[src/btmx_pkg.sv]
// ----------------------------------------------------------------------------
// btmx_pkg: shared types for the binary trie max-xor block
// Operation modes, status codes, sequencer states and memory write enables.
// ----------------------------------------------------------------------------
package btmx_pkg;

  typedef enum logic [1:0] {
    MODE_INSERT = 2'd0,
    MODE_REMOVE = 2'd1,
    MODE_QUERY  = 2'd2,
    MODE_NONE   = 2'd3
  } mode_t;

  typedef enum logic [1:0] {
    STAT_OK     = 2'd0,
    STAT_ABSENT = 2'd1,
    STAT_FULL   = 2'd2,
    STAT_RSVD   = 2'd3
  } status_t;

  typedef enum logic [3:0] {
    ST_IDLE,
    ST_RD,
    ST_WALK,
    ST_ALLOC_CLR,
    ST_ALLOC_LINK,
    ST_INC,
    ST_PRUNE_RD,
    ST_PRUNE_EX,
    ST_DONE
  } state_t;

  // write enables towards the node store
  typedef struct packed {
    logic link0;
    logic link1;
    logic count;
    logic stack;
    logic path;
  } mem_we_t;

  localparam int unsigned FIELD_BITS = 30;

endpackage

[src/btmx_ctrl.sv]
// ----------------------------------------------------------------------------
// btmx_ctrl: walk sequencer
// Steps one trie level at a time for insert, remove, prune and query.
// ----------------------------------------------------------------------------
module btmx_ctrl
  import btmx_pkg::*;
#(
  parameter int NODES      = 4096,
  parameter int KEY_BITS   = 30,
  parameter int COUNT_BITS = 16,
  localparam int IW        = $clog2(NODES),
  localparam int NW        = IW + 1,
  localparam int AW        = IW + 2,
  localparam int LW        = $clog2(KEY_BITS + 1),
  localparam int BW        = (KEY_BITS > 1) ? $clog2(KEY_BITS) : 1
) (
  input  logic                  clk,
  input  logic                  rst_n,
  input  logic                  req_valid,
  output logic                  req_ready,
  input  mode_t                 req_mode,
  input  logic [KEY_BITS-1:0]   req_key,
  output logic                  rsp_valid,
  input  logic                  rsp_ready,
  output logic [KEY_BITS-1:0]   rsp_result,
  output status_t               rsp_status,
  output mem_we_t               we,
  output logic [IW-1:0]         node_raddr,
  output logic [IW-1:0]         node_waddr,
  output logic [IW-1:0]         link_wdata,
  output logic [COUNT_BITS-1:0] count_wdata,
  output logic [IW-1:0]         stk_raddr,
  output logic [IW-1:0]         stk_waddr,
  output logic [BW-1:0]         path_raddr,
  output logic [BW-1:0]         path_waddr,
  output logic [IW-1:0]         idx_wdata,
  input  logic [IW-1:0]         link0_q,
  input  logic [IW-1:0]         link1_q,
  input  logic [COUNT_BITS-1:0] count_q,
  input  logic [IW-1:0]         stk_q,
  input  logic [IW-1:0]         path_q
);

  localparam logic [COUNT_BITS-1:0] COUNT_MAX = '1;

  state_t                state_r, state_nxt;
  mode_t                 mode_r, mode_nxt;
  logic [KEY_BITS-1:0]   key_r, key_nxt, res_r, res_nxt;
  status_t               stat_r, stat_nxt;
  logic [IW-1:0]         cur_r, cur_nxt, new_r, new_nxt;
  logic [LW-1:0]         lvl_r, lvl_nxt;
  logic [NW-1:0]         next_unused_r, next_unused_nxt, free_top_r, free_top_nxt;
  logic [COUNT_BITS-1:0] cnt_r, cnt_nxt;
  logic                  out_valid_r, out_valid_nxt;
  logic [KEY_BITS-1:0]   out_res_r, out_res_nxt;
  status_t               out_stat_r, out_stat_nxt;

  logic [KEY_BITS-1:0] walk_sh, prune_sh, bit_mask;
  logic                walk_bit, prune_bit, lvl_zero, no_room, no_kids;
  logic [IW-1:0]       child, other, alloc_idx;
  logic [AW-1:0]       avail;
  logic                accept, out_load;

  assign lvl_zero  = (lvl_r == '0);
  assign walk_sh   = key_r >> (lvl_r - LW'(1));
  assign walk_bit  = walk_sh[0];
  assign prune_sh  = key_r >> lvl_r;
  assign prune_bit = prune_sh[0];
  assign bit_mask  = KEY_BITS'(1) << (lvl_r - LW'(1));
  assign child     = walk_bit ? link1_q : link0_q;
  assign other     = walk_bit ? link0_q : link1_q;
  assign no_kids   = (link0_q == '0) && (link1_q == '0);
  assign avail     = AW'(free_top_r) + AW'(NODES) - AW'(next_unused_r);
  assign no_room   = AW'(lvl_r) > avail;
  assign alloc_idx = (free_top_r != '0) ? stk_q : next_unused_r[IW-1:0];

  assign req_ready = (state_r == ST_IDLE);
  assign accept    = req_valid && req_ready;
  assign out_load  = (state_r == ST_DONE) && (!out_valid_r || rsp_ready);

  assign rsp_valid  = out_valid_r;
  assign rsp_result = out_res_r;
  assign rsp_status = out_stat_r;

  // fixed address wiring
  assign node_raddr = cur_r;
  assign stk_raddr  = IW'(free_top_r - NW'(1));
  assign stk_waddr  = free_top_r[IW-1:0];
  assign path_raddr = lvl_r[BW-1:0];
  assign path_waddr = BW'(lvl_r - LW'(1));
  assign idx_wdata  = cur_r;

  // next state
  always_comb begin
    state_nxt = state_r;
    case (state_r)
      ST_IDLE: begin
        if (accept) begin
          if (req_mode == MODE_NONE) state_nxt = ST_DONE;
          else                       state_nxt = ST_RD;
        end
      end
      ST_RD: state_nxt = ST_WALK;
      ST_WALK: begin
        case (mode_r)
          MODE_INSERT: begin
            if (!lvl_zero && child != '0) state_nxt = ST_RD;
            else if (no_room)             state_nxt = ST_DONE;
            else if (lvl_zero)            state_nxt = (count_q == COUNT_MAX) ? ST_DONE : ST_INC;
            else                          state_nxt = ST_ALLOC_CLR;
          end
          MODE_REMOVE: begin
            if (lvl_zero)          state_nxt = (count_q == COUNT_BITS'(1)) ? ST_PRUNE_RD
                                                                           : ST_DONE;
            else if (child == '0)  state_nxt = ST_DONE;
            else                   state_nxt = ST_RD;
          end
          default: begin
            if (lvl_zero || (other == '0 && child == '0)) state_nxt = ST_DONE;
            else                                          state_nxt = ST_RD;
          end
        endcase
      end
      ST_ALLOC_CLR:  state_nxt = ST_ALLOC_LINK;
      ST_ALLOC_LINK: state_nxt = (lvl_r == LW'(1)) ? ST_INC : ST_ALLOC_CLR;
      ST_INC:        state_nxt = ST_DONE;
      ST_PRUNE_RD:   state_nxt = ST_PRUNE_EX;
      ST_PRUNE_EX: begin
        if (!no_kids || lvl_r == LW'(KEY_BITS - 1)) state_nxt = ST_DONE;
        else                                       state_nxt = ST_PRUNE_RD;
      end
      ST_DONE: if (out_load) state_nxt = ST_IDLE;
      default: state_nxt = ST_IDLE;
    endcase
  end

  // datapath and memory controls
  always_comb begin
    mode_nxt        = mode_r;
    key_nxt         = key_r;
    res_nxt         = res_r;
    stat_nxt        = stat_r;
    cur_nxt         = cur_r;
    new_nxt         = new_r;
    lvl_nxt         = lvl_r;
    cnt_nxt         = cnt_r;
    next_unused_nxt = next_unused_r;
    free_top_nxt    = free_top_r;
    out_res_nxt     = out_res_r;
    out_stat_nxt    = out_stat_r;
    out_valid_nxt   = out_valid_r && !rsp_ready;
    we              = '0;
    node_waddr      = cur_r;
    link_wdata      = '0;
    count_wdata     = '0;
    case (state_r)
      ST_IDLE: begin
        if (accept) begin
          mode_nxt = req_mode;
          key_nxt  = req_key;
          res_nxt  = '0;
          stat_nxt = STAT_OK;
          cur_nxt  = '0;
          lvl_nxt  = LW'(KEY_BITS);
        end
      end
      ST_WALK: begin
        cnt_nxt = count_q;
        case (mode_r)
          MODE_INSERT: begin
            if (!lvl_zero && child != '0) begin
              cur_nxt = child;
              lvl_nxt = lvl_r - LW'(1);
            end else if (no_room || (lvl_zero && count_q == COUNT_MAX)) begin
              stat_nxt = STAT_FULL;
            end
          end
          MODE_REMOVE: begin
            if (lvl_zero) begin
              if (count_q == '0) begin
                stat_nxt = STAT_ABSENT;
              end else begin
                we.count    = 1'b1;
                count_wdata = count_q - COUNT_BITS'(1);
              end
            end else if (child == '0) begin
              stat_nxt = STAT_ABSENT;
            end else begin
              we.path = 1'b1;
              cur_nxt = child;
              lvl_nxt = lvl_r - LW'(1);
            end
          end
          default: begin
            if (!lvl_zero) begin
              lvl_nxt = lvl_r - LW'(1);
              if (other != '0) begin
                res_nxt = res_r | bit_mask;
                cur_nxt = other;
              end else if (child != '0) begin
                cur_nxt = child;
              end
            end
          end
        endcase
      end
      ST_ALLOC_CLR: begin
        // fresh node: no children, zero count
        we.link0   = 1'b1;
        we.link1   = 1'b1;
        we.count   = 1'b1;
        node_waddr = alloc_idx;
        new_nxt    = alloc_idx;
        if (free_top_r != '0) free_top_nxt    = free_top_r - NW'(1);
        else                  next_unused_nxt = next_unused_r + NW'(1);
      end
      ST_ALLOC_LINK: begin
        we.link0   = !walk_bit;
        we.link1   = walk_bit;
        link_wdata = new_r;
        cur_nxt    = new_r;
        lvl_nxt    = lvl_r - LW'(1);
        cnt_nxt    = '0;
      end
      ST_INC: begin
        we.count    = 1'b1;
        count_wdata = cnt_r + COUNT_BITS'(1);
      end
      ST_PRUNE_EX: begin
        if (no_kids) begin
          if (free_top_r < NW'(NODES)) begin
            we.stack     = 1'b1;
            free_top_nxt = free_top_r + NW'(1);
          end
          we.link0   = !prune_bit;
          we.link1   = prune_bit;
          node_waddr = path_q;
          cur_nxt    = path_q;
          lvl_nxt    = lvl_r + LW'(1);
        end
      end
      ST_DONE: begin
        if (out_load) begin
          out_valid_nxt = 1'b1;
          out_res_nxt   = res_r;
          out_stat_nxt  = stat_r;
        end
      end
      default: ;
    endcase
    // a remove that reaches a single-copy leaf starts pruning from bit 0
    if (state_r == ST_WALK && mode_r == MODE_REMOVE && lvl_zero) lvl_nxt = '0;
  end

  always_ff @(posedge clk) begin
    if (!rst_n) begin
      state_r       <= ST_IDLE;
      next_unused_r <= NW'(1);
      free_top_r    <= '0;
      out_valid_r   <= 1'b0;
    end else begin
      state_r       <= state_nxt;
      next_unused_r <= next_unused_nxt;
      free_top_r    <= free_top_nxt;
      out_valid_r   <= out_valid_nxt;
    end
  end

  always_ff @(posedge clk) begin
    mode_r     <= mode_nxt;
    key_r      <= key_nxt;
    res_r      <= res_nxt;
    stat_r     <= stat_nxt;
    cur_r      <= cur_nxt;
    new_r      <= new_nxt;
    lvl_r      <= lvl_nxt;
    cnt_r      <= cnt_nxt;
    out_res_r  <= out_res_nxt;
    out_stat_r <= out_stat_nxt;
  end

`ifndef SYNTHESIS
  a_free_top_bound: assert property (@(posedge clk) disable iff (!rst_n)
    free_top_r <= NW'(NODES))
    else $error("free stack overflow");
  a_next_unused_bound: assert property (@(posedge clk) disable iff (!rst_n)
    next_unused_r <= NW'(NODES))
    else $error("pool pointer past end");
  a_full_only_insert: assert property (@(posedge clk) disable iff (!rst_n)
    (state_r == ST_DONE && stat_r == STAT_FULL) |-> mode_r == MODE_INSERT)
    else $error("full status on non-insert");
  a_res_only_query: assert property (@(posedge clk) disable iff (!rst_n)
    (state_r == ST_DONE && res_r != '0) |-> mode_r == MODE_QUERY)
    else $error("xor result on non-query");
  a_prune_level: assert property (@(posedge clk) disable iff (!rst_n)
    (state_r == ST_PRUNE_EX) |-> lvl_r < LW'(KEY_BITS))
    else $error("prune walked past the root");
`endif

endmodule

[config.mk]
export PLATFORM = sky130hd
export DESIGN_NAME = btmx_ctrl
export DESIGN_NICKNAME = d
export VERILOG_FILES = /design/src/btmx_pkg.sv /design/src/btmx_ctrl.sv
export SDC_FILE = /design/constraint.sdc
export NUM_CORES = 1
export LEC_CHECK = 0
export BUFFER_PORTS_ARGS = -buffer_cell sky130_fd_sc_hd__clkbuf_2
export CAP_MARGIN = 20
export CORE_UTILIZATION = 45
export DETAILED_ROUTE_END_ITERATION = 7
export PLACE_DENSITY_LB_ADDON = 0.08
export SYNTH_ARGS = -nofsm -noshare
export SYNTH_HDL_FRONTEND = slang
export SYNTH_SLANG_ARGS = --single-unit
[constraint.sdc]
create_clock -name clk -period 7.15 [get_ports clk]
set_clock_uncertainty 0.05 [all_clocks]
set_input_delay 0.715 -clock clk [delete_from_list [all_inputs] [get_ports clk]]
set_output_delay 0.715 -clock clk [all_outputs]
set_load 0.01 [all_outputs]
==> impl_metrics.py <==
metrics = {
    "outcome": {
        "status": "complete, no violations",
    },
    "clock_tree": {
        "cts_root_buffer": "clkbuf_16",
        "insertion_delay_ns": 0.45,
        "cts_tree": "built",
        "clk_pin_slew_ns": 0.08,
        "cts_hold_buf": 0,
        "cts.sink_count": 172,
        "cts.repair.resized": 0,
        "cts-buffers-inserted": 17,
        "post_cts_buffers": 0,
        "htree_levels": 4,
        "cts_max_path_buffers": 2,
    },
    "setup_path": {
        "worst-setup-path-type": "register to primary output",
        "arrival_ns": 4.13,
        "crit_fanout": 20,
        "crit_path_end_kind": "primary output",
        "cp.required_ns": 6.38,
        "r2r-start": "path_raddr[1]",
        "crit_start": "path_raddr[1]",
        "start_kind": "register",
    },
    "drt": {
        "wl_per_cell_um": 18.8,
        "drtAntennaViolNets": 0,
        "vias": 8679,
        "vias_per_cell": 5.69,
        "drc": 0,
        "wirelength_um": 28700,
        "first_pass_iters": 5,
        "drtIter0Drc": 699,
    },
    "logic_synthesis": {
        "synth_ff_type": "edfxtp_1",
        "yosysWarnings": 0,
        "ys_seq_area_frac": 0.456,
        "synth_nets": 1158,
        "synth_area_leaders": "edfxtp_1 (39%), dfxtp_1 (6.8%), ha_1 (5.1%)",
        "syn_area_um2": 10500,
        "synth.distinct_cells": 78,
        "yosys.area.top_type": "edfxtp_1",
        "ys_ff_latch": 172,
        "yosysMostFrequentCell": "edfxtp_1",
        "yosys.area.top_type_share": 0.387,
        "syn_avg_cell_area_um2": 10.4,
        "synthArstFlopShare": 0,
        "synthTopCellsByCount": "edfxtp_1 (136), nor2_1 (80), nand2_1 (66), a21oi_1 (50), inv_1 (45)",
        "synth_cells": 1014,
        "synth_edf_count": 136,
    },
    "die": {
        "die_w_um": 155,
        "core_um2": 22800,
        "die-area_um2": 24000,
        "rows": 55,
        "ios": 237,
        "initial_core_util": 0.463,
        "die_y_um": 155,
    },
    "finish": {
        "fin_cells": 1526,
        "fill_cells": 2038,
        "drive_above_1_share": 0.282,
        "nNetsFinal": 1343,
        "multi_input_area_um2": 5130,
        "regArea_um2": 4800,
        "area_delta_synth_final_pct": 17.7,
    },
    "sta": {
        "setup_violations": 0,
        "max_clock_freq_mhz": 204,
        "hold_viol": 0,
        "worst_pin_slew_ns": 1.02,
        "setup_tns_ns": 0,
        "final_max_slew_viol_count": 0,
        "fin_crit_ns": 4.90,
        "rsz0062_at_grt": "no",
        "relSlewSlack": 0.317,
        "timing.final.crit_share": 0.685,
    },
    "power": {
        "peakVddDrop_uv": 161,
        "leakage_nw": 5.08,
        "power_density_nw_per_um2": 222,
    },
    "min_path": {
        "holdCritStartpoint": "stat_r[1]",
        "min_path_type": "register to register",
    },
    "placement": {
        "place_hpwl_um": 21300,
        "place_congestion": 0.938,
        "portBuffers": 236,
        "placed_cells": 1493,
    },
    "grt": {
        "met2_usage": 0.390,
        "grt_use_met1": 0.329,
        "busiest_layer": "met2",
        "gr-total-overflow": 0,
        "antenna_found_initial": 1,
        "first_global_vias": 7966,
        "grt_max_degree": 45,
        "track_usage": 0.241,
        "met3_usage": 0.0435,
        "grt_pass1_wl_um": 44700,
    },
    "flow_run": {
        "cap_violations": 0,
    },
}
critical path, cell delays in order, from the launching register on:
cell and delay (ns):
dfxtp_1 0.88, inv_1 0.26, ha_1 0.37, xnor2_2 0.23, inv_2 0.37, mux2i_1 0.28
a211oi_2 0.12, o221ai_4 0.46, mux2_2 0.40, and3_1 0.18, clkbuf_2 0.14
final cells by class:
type                            count  area share
Sequential cell                   172       0.387
Inverter                           47      0.0142
Clock buffer                       17      0.0343
Tap cell                          313      0.0316
Clock inverter                     15      0.0164
Timing Repair Buffer              248       0.102
Antenna cell                        1    0.000202
Multi-Input combinational cell    713       0.414
state kept, by name (all words and copies together) (netlist names), 12 cells and up:
signal         flops
rsp_result        30
new_r             12
cnt_r             16
res_r             30
free_top_r        13
key_r             30
idx_wdata         12
next_unused_r     13
layer usage:
layer  wire length (um)  up-vias  share of wire
met5                  0        -              0
met4                511        0          0.018
met3               1660       42          0.058
met2              13600      300           0.47
met1              13000     4205           0.45
li1                   -     4132              -
cells by family after synthesis:
kind of cell               count (synthesis)  synth area share
and+or+nand+nor                          319             0.156
AOI/OAI and AO/OA                        222             0.142
DFF                                      172             0.456
buffers and inverters                    129            0.0589
muxes                                     66            0.0818
xor gates and xnor gates                  62            0.0522
adders and majority gates                 44            0.0529
where the power goes:
| part | leakage (nW) | switching (mW) | internal, mW | total (mW) |
|---|---|---|---|---|
| Combinational | 3.17 | 0.321 | 0.235 | 0.556 |
| Sequential | 1.60 | 0.0748 | 1.15 | 1.22 |
| Clock | 0.303 | 0.495 | 0.486 | 0.981 |
| Total | 5.08 | 0.891 | 1.87 | 2.76 |
per-stage QoR:
step | hold slack (ns) | total power, mW | worst slack (ns) | utilization | instance area [um^2]
after floorplan | 0.350 | 1.63 | 0.819 | - | 10500
after global placement | 0.359 | 1.79 | 2.87 | 0.517 | 11800
after detailed placement | 0.378 | 1.80 | 2.76 | 0.517 | 11800
after CTS | 0.376 | 2.77 | 2.25 | 0.545 | 12400
after global routing | 0.371 | 2.87 | 1.93 | 0.545 | 12400
final | 0.385 | 2.76 | 2.25 | 0.545 | 12400
layout by cell type, fill, tap and decap left out, drive strengths merged, types with 4 or more instances in the layout:
cell type	n
clkbuf	253
edfxtp	136
nor2	81
nand2	67
inv	55
a21oi	51
ha	43
xnor2	43
o22ai	42
and2	40
dfxtp	36
o21ai	35
mux2i	34
nand3	23
a31oi	22
nor3	20
xor2	19
mux2	18
o221ai	17
mux4	14
nor4	14
buf	12
nand4	12
or3	11
nor2b	9
and3	9
nand2b	8
a21boi	8
clkinv	7
or2	5
nand3b	5
a211oi	5
a21o	4
o211ai	4
o21a	4
or4	4
or3b	4
path summary, 6_finish.rpt:
kind                   endpoint  slack, ns  cells past startpoint
hold / removal    rsp_status[1]       0.38                      0
hold reg to reg   rsp_status[1]       0.38                      0
setup reg to reg      res_r[20]       2.78                     11
setup / recovery          we[0]       2.25                     10
(Power assumes the default switching activity.)
